[src/hdl/g35_frame_serializer_8ch_defines.svh]
// Assertion macros for the frame serializer.
`ifndef G35_FRAME_SERIALIZER_8CH_DEFINES_SVH
`define G35_FRAME_SERIALIZER_8CH_DEFINES_SVH

// Same-cycle implication, held off during reset.
`define G35_ASSERT_IMPL(lbl, clk, rst_n, ante, cons) \
    lbl: assert property (@(posedge clk) disable iff (!(rst_n)) (ante) |-> (cons)) \
        else $error("g35 serializer assertion failed");

// Next-cycle implication, held off during reset.
`define G35_ASSERT_NEXT(lbl, clk, rst_n, ante, cons) \
    lbl: assert property (@(posedge clk) disable iff (!(rst_n)) (ante) |=> (cons)) \
        else $error("g35 serializer assertion failed");

`endif

[src/hdl/g35fs_pkg.sv]
`timescale 1ns / 1ps

package g35fs_pkg;

    localparam int CHANNELS_DEF   = 8;
    localparam int LINE_W         = 8;
    localparam int ADDR_W         = 6;
    localparam int BRIGHT_W       = 8;
    localparam int SHARED_BITS    = ADDR_W + BRIGHT_W;
    localparam int COLOUR_BITS    = 12;
    localparam int DATA_BITS      = SHARED_BITS + COLOUR_BITS;
    localparam int TICK_W         = 16;
    localparam int CFG_IDX_W      = 8;
    localparam int CFG_DATA_W     = 16;

    localparam logic [BRIGHT_W-1:0] MAX_BRIGHTNESS = 8'd204;
    localparam logic [1:0]          QUIET_SLOTS    = 2'd3;

    localparam logic [CFG_IDX_W-1:0] REG_BRIGHTNESS     = 8'd0;
    localparam logic [CFG_IDX_W-1:0] REG_TICKS_PER_SLOT = 8'd1;

    typedef enum logic [0:0] {
        OP_TICK  = 1'b0,
        OP_START = 1'b1
    } t_opcode;

    typedef struct packed {
        t_opcode           opcode;
        logic [ADDR_W-1:0] frame_address;
        logic [31:0]       blue_planes;
        logic [31:0]       green_planes;
        logic [31:0]       red_planes;
    } t_item;

    typedef struct packed {
        logic [LINE_W-1:0] line_levels;
        logic              busy_res;
        logic              frame_done;
        logic              accepted;
    } t_result;

    typedef struct packed {
        logic                  we;
        logic [CFG_IDX_W-1:0]  index;
        logic [CFG_DATA_W-1:0] data;
    } t_cfg_wr;

endpackage

[src/hdl/g35fs_if.sv]
`timescale 1ns / 1ps

interface g35fs_item_if;
    logic              valid;
    logic              ready;
    g35fs_pkg::t_item  payload;
    modport source (output valid, output payload, input ready);
    modport sink   (input valid, input payload, output ready);
endinterface

interface g35fs_result_if;
    logic                valid;
    logic                ready;
    g35fs_pkg::t_result  payload;
    modport source (output valid, output payload, input ready);
    modport sink   (input valid, input payload, output ready);
endinterface

interface g35fs_cfg_if;
    logic                                valid;
    logic                                ready;
    logic [g35fs_pkg::CFG_IDX_W-1:0]     index;
    logic [g35fs_pkg::CFG_DATA_W-1:0]    data;
    modport source (output valid, output index, output data, input ready);
    modport sink   (input valid, input index, input data, output ready);
endinterface

[src/hdl/g35fs_core.sv]
`timescale 1ns / 1ps

module g35fs_core #(
    parameter int CHANNELS = g35fs_pkg::CHANNELS_DEF
) (
    input  logic               i_clk,
    input  logic               i_rst_n,
    input  logic               i_step,
    input  g35fs_pkg::t_item   i_item,
    input  g35fs_pkg::t_cfg_wr i_cfg,
    output g35fs_pkg::t_result o_res
);

    localparam int LINE_W   = g35fs_pkg::LINE_W;
    localparam int SHARED_W = g35fs_pkg::SHARED_BITS;
    localparam int TICK_W   = g35fs_pkg::TICK_W;
    localparam int NPLANES  = g35fs_pkg::COLOUR_BITS;
    localparam logic [CHANNELS-1:0] MASK = {CHANNELS{1'b1}};
    localparam logic [4:0] LAST_BIT   = 5'(g35fs_pkg::DATA_BITS);
    localparam logic [4:0] SHARED_END = 5'(SHARED_W);
    localparam logic [4:0] COLOUR_OFS = 5'(SHARED_W + 1);

    logic [g35fs_pkg::BRIGHT_W-1:0] r_brightness;
    logic [TICK_W-1:0]              r_tps;
    logic [SHARED_W-1:0]            r_shared, n_shared;
    logic [CHANNELS-1:0]            r_planes [NPLANES];
    logic [4:0]                     r_bp, n_bp;
    logic [1:0]                     r_slot, n_slot;
    logic [TICK_W-1:0]              r_tc, n_tc;
    logic                           r_sending, n_sending;
    logic [1:0]                     r_quiet, n_quiet;

    logic                 w_busy;
    logic                 w_done;
    logic                 w_acc;
    logic                 w_plane_we;
    logic [TICK_W-1:0]    w_len;
    logic [TICK_W:0]      w_next;
    logic [95:0]          w_all_planes;
    logic [4:0]           w_cidx5;
    logic [3:0]           w_cidx;
    logic [4:0]           w_sidx5;
    logic [3:0]           w_sidx;
    logic [CHANNELS-1:0]  w_levels;

    function automatic logic r_shared_sel(input logic [SHARED_W-1:0] bits,
                                          input logic [3:0] sel);
        return bits[sel];
    endfunction

    // Configuration writes
    always_ff @(posedge i_clk) begin
        if (!i_rst_n) begin
            r_brightness <= g35fs_pkg::MAX_BRIGHTNESS;
            r_tps        <= TICK_W'(1);
        end else if (i_cfg.we) begin
            unique case (i_cfg.index)
                g35fs_pkg::REG_BRIGHTNESS: begin
                    r_brightness <= (i_cfg.data[7:0] > g35fs_pkg::MAX_BRIGHTNESS) ?
                                    g35fs_pkg::MAX_BRIGHTNESS : i_cfg.data[7:0];
                end
                g35fs_pkg::REG_TICKS_PER_SLOT: begin
                    r_tps <= i_cfg.data[TICK_W-1:0];
                end
                default: begin
                end
            endcase
        end
    end

    assign w_busy = r_sending || (r_quiet != 2'd0);
    assign w_len  = (r_tps == '0) ? TICK_W'(1) : r_tps;
    assign w_next = {1'b0, r_tc} + (TICK_W+1)'(1);

    always_comb begin
        n_shared   = r_shared;
        n_bp       = r_bp;
        n_slot     = r_slot;
        n_tc       = r_tc;
        n_sending  = r_sending;
        n_quiet    = r_quiet;
        w_done     = 1'b0;
        w_acc      = 1'b0;
        w_plane_we = 1'b0;
        if (i_step) begin
            if (i_item.opcode == g35fs_pkg::OP_START) begin
                // refuse a start while busy
                if (!w_busy) begin
                    n_shared   = {i_item.frame_address, r_brightness};
                    n_bp       = 5'd0;
                    n_slot     = 2'd0;
                    n_tc       = '0;
                    n_sending  = 1'b1;
                    n_quiet    = 2'd0;
                    w_acc      = 1'b1;
                    w_plane_we = 1'b1;
                end
            end else if (w_busy) begin
                if (w_next >= {1'b0, w_len}) begin
                    n_tc = '0;
                    if (r_sending) begin
                        if (r_bp == 5'd0) begin
                            n_bp   = 5'd1;
                            n_slot = 2'd0;
                        end else if (r_slot < 2'd2) begin
                            n_slot = r_slot + 2'd1;
                        end else if (r_bp < LAST_BIT) begin
                            n_bp   = r_bp + 5'd1;
                            n_slot = 2'd0;
                        end else begin
                            n_sending = 1'b0;
                            n_bp      = 5'd0;
                            n_slot    = 2'd0;
                            n_quiet   = g35fs_pkg::QUIET_SLOTS;
                        end
                    end else begin
                        n_quiet = r_quiet - 2'd1;
                        w_done  = (r_quiet == 2'd1);
                    end
                end else begin
                    n_tc = w_next[TICK_W-1:0];
                end
            end
        end
    end

    // Line levels after the item
    assign w_sidx5 = SHARED_END - n_bp;
    assign w_sidx  = w_sidx5[3:0];
    assign w_cidx5 = n_bp - COLOUR_OFS;
    assign w_cidx  = w_cidx5[3:0];

    always_comb begin
        w_levels = '0;
        if (n_sending) begin
            if (n_bp == 5'd0) begin
                w_levels = MASK;
            end else if (n_slot == 2'd0) begin
                w_levels = '0;
            end else if (n_slot >= 2'd2) begin
                w_levels = MASK;
            end else if (n_bp <= SHARED_END) begin
                w_levels = r_shared_sel(n_shared, w_sidx) ? '0 : MASK;
            end else if (w_cidx < 4'(NPLANES)) begin
                w_levels = r_planes[w_cidx];
            end
        end
    end

    assign w_all_planes = {i_item.blue_planes, i_item.green_planes, i_item.red_planes};

    // Keep the low bits of each plane byte, bit c for line c
    always_ff @(posedge i_clk) begin
        if (w_plane_we) begin
            for (int i = 0; i < NPLANES; i++) begin
                r_planes[i] <= w_all_planes[88 - 8*i +: CHANNELS];
            end
        end
    end

    always_ff @(posedge i_clk) begin
        if (!i_rst_n) begin
            r_shared  <= '0;
            r_bp      <= 5'd0;
            r_slot    <= 2'd0;
            r_tc      <= '0;
            r_sending <= 1'b0;
            r_quiet   <= 2'd0;
        end else begin
            r_shared  <= n_shared;
            r_bp      <= n_bp;
            r_slot    <= n_slot;
            r_tc      <= n_tc;
            r_sending <= n_sending;
            r_quiet   <= n_quiet;
        end
    end

    assign o_res.line_levels = LINE_W'(w_levels);
    assign o_res.busy_res    = n_sending || (n_quiet != 2'd0);
    assign o_res.frame_done  = w_done;
    assign o_res.accepted    = w_acc;

endmodule

[src/hdl/g35_frame_serializer_8ch.sv]
`timescale 1ns / 1ps
// A result is registered into the result buffer when its item is accepted and offered from there.
// Throughput: one item per cycle; a two-entry result buffer keeps input
// open while a result waits, and a stalled sink closes it only when both are full.
// Reset (synchronous, active low) idles the lines, empties the buffer and sets
// brightness to 204 and ticks per slot to 1.
`include "g35_frame_serializer_8ch_defines.svh"

module g35_frame_serializer_8ch #(
    parameter int CHANNELS = g35fs_pkg::CHANNELS_DEF
) (
    input  logic                  i_clk,
    input  logic                  i_rst_n,
    g35fs_item_if.sink            i_item,
    g35fs_cfg_if.sink             i_cfg,
    g35fs_result_if.source        o_res
);

    localparam int LINE_W = g35fs_pkg::LINE_W;
    localparam logic [LINE_W-1:0] L_MASK = LINE_W'((1 << CHANNELS) - 1);

    g35fs_pkg::t_result r_fifo [2];
    logic               r_wr_ptr;
    logic               r_rd_ptr;
    logic [1:0]         r_count;

    logic               w_push;
    logic               w_pop;
    g35fs_pkg::t_result w_res;
    g35fs_pkg::t_cfg_wr w_cfg;

    assign i_cfg.ready  = 1'b1;
    assign w_cfg.we     = i_cfg.valid;
    assign w_cfg.index  = i_cfg.index;
    assign w_cfg.data   = i_cfg.data;

    assign i_item.ready = (r_count != 2'd2);
    assign w_push       = i_item.valid && i_item.ready;
    assign w_pop        = o_res.valid && o_res.ready;

    g35fs_core #(
        .CHANNELS (CHANNELS)
    ) u_core (
        .i_clk   (i_clk),
        .i_rst_n (i_rst_n),
        .i_step  (w_push),
        .i_item  (i_item.payload),
        .i_cfg   (w_cfg),
        .o_res   (w_res)
    );

    always_ff @(posedge i_clk) begin
        if (w_push) begin
            r_fifo[r_wr_ptr] <= w_res;
        end
    end

    always_ff @(posedge i_clk) begin
        if (!i_rst_n) begin
            r_wr_ptr <= 1'b0;
            r_rd_ptr <= 1'b0;
            r_count  <= 2'd0;
        end else begin
            if (w_push) begin
                r_wr_ptr <= ~r_wr_ptr;
            end
            if (w_pop) begin
                r_rd_ptr <= ~r_rd_ptr;
            end
            case ({w_push, w_pop})
                2'b10:   r_count <= r_count + 2'd1;
                2'b01:   r_count <= r_count - 2'd1;
                default: r_count <= r_count;
            endcase
        end
    end

    assign o_res.valid   = (r_count != 2'd0);
    assign o_res.payload = r_fifo[r_rd_ptr];

    `G35_ASSERT_NEXT(a_push_fills, i_clk, i_rst_n, w_push, r_count != 2'd0)
    `G35_ASSERT_IMPL(a_done_idle, i_clk, i_rst_n, w_push && w_res.frame_done, !w_res.busy_res && !w_res.accepted)
    `G35_ASSERT_IMPL(a_start_high, i_clk, i_rst_n, w_push && w_res.accepted, w_res.busy_res && (w_res.line_levels == L_MASK))

endmodule
[src/flat_wrapper.sv]
// flat-port wrapper written by rule: the top's interface ports become plain ports
module g35_frame_serializer_8ch_flat 
#(
    parameter int CHANNELS = g35fs_pkg::CHANNELS_DEF
)
  (i_clk, i_rst_n, i_item_valid, i_item_payload, i_item_ready, i_cfg_valid, i_cfg_index, i_cfg_data, i_cfg_ready, o_res_valid, o_res_payload, o_res_ready);
  g35fs_item_if i_item_i ();
  g35fs_cfg_if i_cfg_i ();
  g35fs_result_if o_res_i ();
  input  logic i_clk;
  input  logic i_rst_n;
  input wire logic [$bits(i_item_i.valid)-1:0] i_item_valid;
  input wire logic [$bits(i_item_i.payload)-1:0] i_item_payload;
  output wire logic [$bits(i_item_i.ready)-1:0] i_item_ready;
  input wire logic [$bits(i_cfg_i.valid)-1:0] i_cfg_valid;
  input wire logic [$bits(i_cfg_i.index)-1:0] i_cfg_index;
  input wire logic [$bits(i_cfg_i.data)-1:0] i_cfg_data;
  output wire logic [$bits(i_cfg_i.ready)-1:0] i_cfg_ready;
  output wire logic [$bits(o_res_i.valid)-1:0] o_res_valid;
  output wire logic [$bits(o_res_i.payload)-1:0] o_res_payload;
  input wire logic [$bits(o_res_i.ready)-1:0] o_res_ready;
  assign i_item_i.valid = i_item_valid;
  assign i_item_i.payload = i_item_payload;
  assign i_item_ready = i_item_i.ready;
  assign i_cfg_i.valid = i_cfg_valid;
  assign i_cfg_i.index = i_cfg_index;
  assign i_cfg_i.data = i_cfg_data;
  assign i_cfg_ready = i_cfg_i.ready;
  assign o_res_valid = o_res_i.valid;
  assign o_res_payload = o_res_i.payload;
  assign o_res_i.ready = o_res_ready;
  g35_frame_serializer_8ch #(.CHANNELS(CHANNELS)) u_core (.i_clk(i_clk), .i_rst_n(i_rst_n), .i_item(i_item_i), .i_cfg(i_cfg_i), .o_res(o_res_i));
endmodule
[config.mk]
export PLATFORM = sky130hd
export DESIGN_NAME = g35_frame_serializer_8ch_flat
export DESIGN_NICKNAME = d
export VERILOG_FILES = /design/src/hdl/g35fs_pkg.sv /design/src/hdl/g35fs_if.sv /design/src/hdl/g35fs_core.sv /design/src/hdl/g35_frame_serializer_8ch.sv /design/src/flat_wrapper.sv
export VERILOG_INCLUDE_DIRS = /design/src /design/src/hdl
export SDC_FILE = /design/constraint.sdc
export NUM_CORES = 1
export LEC_CHECK = 0
export ABC_CLOCK_PERIOD_IN_PS = 5200
export BUFFER_PORTS_ARGS = -buffer_cell sky130_fd_sc_hd__buf_2
export CAP_MARGIN = 20
export CORE_UTILIZATION = 45
export CTS_CLUSTER_DIAMETER = 40
export DETAILED_ROUTE_END_ITERATION = 10
export GPL_ROUTABILITY_DRIVEN = 0
export PLACE_DENSITY = 0.76
export SYNTH_ARGS = -nofsm -noshare
export SYNTH_HDL_FRONTEND = slang
export SYNTH_SLANG_ARGS = --single-unit
[constraint.sdc]
create_clock -name i_clk -period 5.2 [get_ports i_clk]
set_input_delay 1.04 -clock i_clk [delete_from_list [all_inputs] [get_ports i_clk]]
set_output_delay 1.04 -clock i_clk [all_outputs]
set_load 0.005 [all_outputs]
# Word-level counts from Yosys, hierarchy flattened
# Memories as Yosys holds them, arrays and structs flattened. A register that Yosys moved wholly into a read port is not among the register bits.
# Cells that the tools add are included.
# classes
add_sub_neg,8
n_reduce_logical,17
eq_ne,6
muxes,68
n_bitwise,2
n_lt_le_gt_ge,8
# op_table
operator,n
two-way mux 16 bit,5
two-way mux 8 bit,8
two-way mux 5 bit,9
two-way mux 14 bit,3
two-way mux 2 bit,17
two-way mux 1 bit,24
"adder 16 x 1 -> 17 bit, second input constant",1
>= comparator 17 x 16 -> 1 bit,1
logical NOT 16 bit,1
logical NOT 5 bit,2
nonzero test 2 bit,5
"equality test 8 x 1 -> 1 bit, second input constant",1
"> comparator 8 bit, second input constant",1
logical NOT 8 bit,1
"adder 5 x 1 -> 5 bit, second input constant",1
"less-or-equal comparator 5 x 4 -> 1 bit, second input constant",1
"less-than comparator 4 x 5 -> 1 bit, second input constant",1
"less-than comparator 5 bit, second input constant",1
"adder 2 x 1 -> 2 bit, second input constant",2
binary-select mux 1 bit (select 4 bit),1
"equality test 2 x 1 -> 1 bit, second input constant",2
"less-than comparator 4 bit, second input constant",1
"!= test 2 bit, second input constant",2
case mux 2 bit (2 select lines),1
other kinds (12),17
# word_totals
ram_bits,118
mem_count,2
out_inout_bits,14
register_bits,68
inputBits,132
# mem_list
name,depth,word_bits,rd,rd_ports_with_merged_regs,write_ports,line_no,rtl
u_core.u_core.r_planes,12,8,1,0,12,g35fs_core.sv:26,logic [CHANNELS-1:0] r_planes [NPLANES];
u_core.r_fifo,2,11,1,1,1,g35_frame_serializer_8ch.sv:22,g35fs_pkg::t_result r_fifo [2];

# Logic depth before layout (Yosys ltp)
# depth
ltp_word,18
depth_mapped,23

# Cells and area by module
# Synthesis repeated with hierarchy kept, for this count alone.
# hier_totals
cells_unflattened,705
area_unflattened_um2,8645.8
# by_module_without_submodules
module,n_inst,area_per_inst_um2,cells_each
g35fs_core,1,7606.0,644
g35_frame_serializer_8ch,1,1039.7,61

# Worst setup path before layout
# No wires, ideal clock.
# synth_timing
path_kind,register to register
start,register u_core.u_core.r_tc[0]
end,"memory u_core.r_fifo[0][9] (netlist bit), data pin"
setup_ns,0.263
arrival_ns,5.195
setup_slack_ns,-0.258
path_stages_with_launch,22
path_cell_list,dfxtp_1 ha_1 nand3_2 or4_1 buf_2 nor2_1 xor2_1 ha_1 and3_2 nand3_1 o21ai_0 a211oi_2 buf_6 mux2i_4 inv_1 ha_1 buf_4 dlygate4sd3_1 mux4_2 mux2i_1 nor2_1 a211o_1
# synth_rtl
element,line_no,rtl
start: declaration,g35fs_core.sv:29,"logic [TICK_W-1:0] r_tc, n_tc;"
start signal: assignment,g35fs_core.sv:173,r_tc <= n_tc;
end: declaration,g35_frame_serializer_8ch.sv:22,

==> results.json <==
{
  "final_common_cell": "buf_2",
  "ff2ff_path_depth": 20,
  "rows": 50,
  "path_clk_slew_ns": 0.08,
  "synth_enable_flop_cells": 118,
  "dieArea_um2": 19800,
  "comb_power_share": 0.148,
  "rrSetupSlack_ns": 0.23,
  "grt_pass1_wl_um": 28900,
  "hpwl_um": 12900,
  "cts_tree": "done",
  "core_um2": 18800,
  "avgSynthCellArea_um2": 13.2,
  "layout_common_cells": "buf_2, edfxtp_1, dfxtp_1",
  "track_usage": 0.190,
  "synthTopCellsByArea": "edfxtp_1, dfxtp_1, mux4_2",
  "numPortBuffers": 144,
  "timing.rr.start": "u_core.u_core.r_tc[0]",
  "fin_setup_tns_ns": 0,
  "dp.cells": 1017,
  "clock_path_buffers": 2,
  "crit_required_ns": 5.38,
  "clock_skew_ns": 0.00825,
  "power_per_cell_area_nw_per_um2": 358,
  "yosysUniqueCellTypes": 77,
  "tightest_slew_ns": 1.02,
  "instances_no_fill": 1060,
  "drive_above_1_share": 0.328,
  "htree_levels": 4,
  "r2r-end": "u_core.r_fifo[1][4]",
  "max_freq_mhz": 201,
  "drv_cap": 0,
  "design_power_total_mw": 3.73,
  "dp_slack_ns": -0.0675,
  "synth_top_area_frac": 0.409,
  "p_int_mw": 2.72,
  "ys.flop_type": "edfxtp_1",
  "cts_sinks": 187,
  "antenna_found_initial": 0,
  "num_antenna_cells": 0,
  "firstDrtPassIters": 5,
  "yosys_warnings": 0,
  "postRouteAntennaNets": 0,
  "start_kind": "flop",
  "nNetsFinal": 971,
  "final.min_clock_period_ns": 4.97,
  "drc": 0,
  "clk_latency_ns": 0.44,
  "worstPathMaxFanout": 8,
  "cts_buffers": 17,
  "synth_nets": 815,
  "wl_per_cell_um": 16.8,
  "worstSetupEndpointType": "flop",
  "min_period_over_period": 0.955,
  "start_util": 0.462,
  "syn-instance-count": 657,
  "cts_hold_buf": 0,
  "worstSetupPathType": "reg2reg",
  "arrival_ns": 5.15,
  "p_leak_nw": 4.04,
  "top_level_ports": 146,
  "power_frac_seq": 0.487,
  "fin_ws_ns": 0.233,
  "swShare": 0.270,
  "post_drt_via_cell_ratio": 5.35,
  "hold_depth": 2,
  "yosysSeqAreaShare": 0.568,
  "root_buffer": "clkbuf_16",
  "grt-ovfl-total": 0,
  "vdd_drop_max_v": 0.000278,
  "hold-path-endpoint": "u_core.u_core.r_brightness[5]",
  "slew_headroom": 0.320,
  "hold_viol_final": 0,
  "grt_max_degree": 70,
  "yosysTopAreaCell": "edfxtp_1",
  "setup_violations": 0,
  "slew_viol_final": 0,
  "fp.dieH_um": 141,
  "wirelength_um": 17800,
  "outcome": "finished clean",
  "synth-seq-cells": 187,
  "drt_iter0_drc": 380,
  "vias": 5676,
  "synthesis.area_um2": 8670,
  "grt_pass1_vias": 5626,
  "clockPowerShare": 0.365,
  "hp-start": "u_core.u_core.r_brightness[5]",
  "die_w_um": 141,
  "p_switching_mw": 1.01,
  "hold_class": "reg2reg",
  "async_reset_ff_frac": 0,
  "syn_to_final_growth_pct": 20.1
}
## critical path: stages (launching register included)
cell       delay (ns)
dfxtp_2          0.37
ha_2             0.20
nand3_2          0.13
or4_4            0.55
nor2_2           0.13
xor2_1           0.21
ha_1             0.27
and3_2           0.24
nand3_2          0.12
nor3_4           0.06
a211oi_2         0.27
clkbuf_16        0.21
mux2i_4          0.27
ha_2             0.23
nand2_1          0.06
o22a_2           0.24
o22ai_4          0.16
mux2i_1          0.24
a2111oi_2        0.07
a221o_2          0.41
a211o_1          0.27
## sequential cells by signal (all words and copies together) (netlist names), named ones only
register and cells:
u_core.u_core.r_slot 2, u_core.r_wr_ptr 1, u_core.u_core.r_tc 16, u_core.r_count 2
u_core.r_fifo 22, u_core.u_core.r_bp 5, u_core.r_rd_ptr 1, u_core.u_core.r_brightness 8
u_core.u_core.r_tps 16, u_core.u_core.r_sending 1, u_core.u_core.r_quiet 2, u_core.u_core.r_shared 14
u_core.u_core.r_planes 96
## worst max-delay path by stage
stage                                from                   to  slack, ns  depth (start not counted)
floorplan           u_core.u_core.r_tc[0]  u_core.r_fifo[0][9]       0.02                         23
global placement    u_core.u_core.r_tc[0]  u_core.r_fifo[0][6]       0.01                         18
detailed placement  u_core.u_core.r_tc[0]  u_core.r_fifo[0][4]      -0.07                         18
CTS                 u_core.u_core.r_tc[0]  u_core.r_fifo[1][4]       0.05                         20
global route        u_core.u_core.r_tc[0]  u_core.r_fifo[1][4]     -0.009                         20
finish              u_core.u_core.r_tc[0]  u_core.r_fifo[1][4]       0.23                         20
## layout make-up
| type | count | area, um^2 |
|---|---|---|
| Clock buffer | 17 | 425 |
| Clock inverter | 15 | 208 |
| Fill cell | 1499 | 8360 |
| Inverter | 27 | 104 |
| Multi-Input combinational cell | 413 | 3540 |
| Sequential cell | 187 | 4930 |
| Tap cell | 234 | 293 |
| Timing Repair Buffer | 167 | 918 |
## power groups by stage
stage                     Clock (mW)  Combinational (mW)  Sequential [mW]
after global routing            1.44               0.601             1.83
after global placement             0               0.540             1.84
final                           1.36               0.551             1.81
after floorplan                    0               0.368             1.82
after CTS                       1.38               0.550             1.82
after detailed placement           0               0.546             1.85
## Yosys cell counts (2+ instances only)
master / instances
edfxtp_1: 118
dfxtp_1: 69
nor2b_1: 52
mux2i_1: 49
nand2_1: 37
ha_1: 26
nor2_1: 26
inv_1: 25
mux4_2: 25
nand3_1: 18
a22oi_1: 17
clkbuf_1: 16
xnor2_1: 15
a21oi_1: 13
and2_1: 12
mux2_2: 11
o21ai_0: 9
a211o_1: 8
nor4_1: 6
nor3_1: 5
or3_1: 5
and3_1: 4
buf_4: 4
buf_6: 4
nand2b_1: 4
nor4b_1: 4
xor2_1: 4
a21boi_0: 3
a22o_1: 3
nand4_1: 3
a2111oi_2: 2
a21o_1: 2
a31oi_1: 2
a32o_1: 2
a41o_1: 2
and3_2: 2
buf_1: 2
buf_2: 2
o211ai_1: 2
o21a_1: 2
o21ai_1: 2
o22ai_1: 2
o31ai_1: 2
or2_2: 2
or4_1: 2
## per-layer routing
metal | up-vias | part of all wire | GRT usage
met1 | 2722 | 0.45 | 0.255
met5 | - | 0 | 0
li1 | 2774 | - | -
met3 | 19 | 0.055 | 0.0465
met2 | 161 | 0.48 | 0.302
met4 | 0 | 0.011 | 0.0618
## kinds of logic (layout without fill, tap and decap cells)
group                    after synthesis  count (layout)  share of synthesized area
XOR/XNOR                              19              19                     0.0192
multiplexers                          86              86                      0.138
flip-flops                           187             187                      0.568
AND/OR/NAND/NOR                      189             189                      0.120
adder cells (fa/ha/maj)               26              26                     0.0375
AO/OA/AOI/OAI                         92              92                     0.0840
buffers and inverters                 57             226                     0.0323
other                                  1               1                   0.000433
## stage by stage
step	utilization	cell area [um^2]	hold WS, ns
floorplan	-	8670	0.440
global placement	0.513	9630	0.461
detailed placement	0.513	9630	0.466
CTS	0.547	10300	0.486
global route	0.555	10400	0.505
finish	0.555	10400	0.481
## timing repair
action / 4_1_cts / 5_1_grt
resized for setup: 2 / 14
buffers inserted: 0 / 11
endpoints found under the setup margin: 16 / 16
pin swaps: 0 / 3
Power figures use the tool's default switching activity.
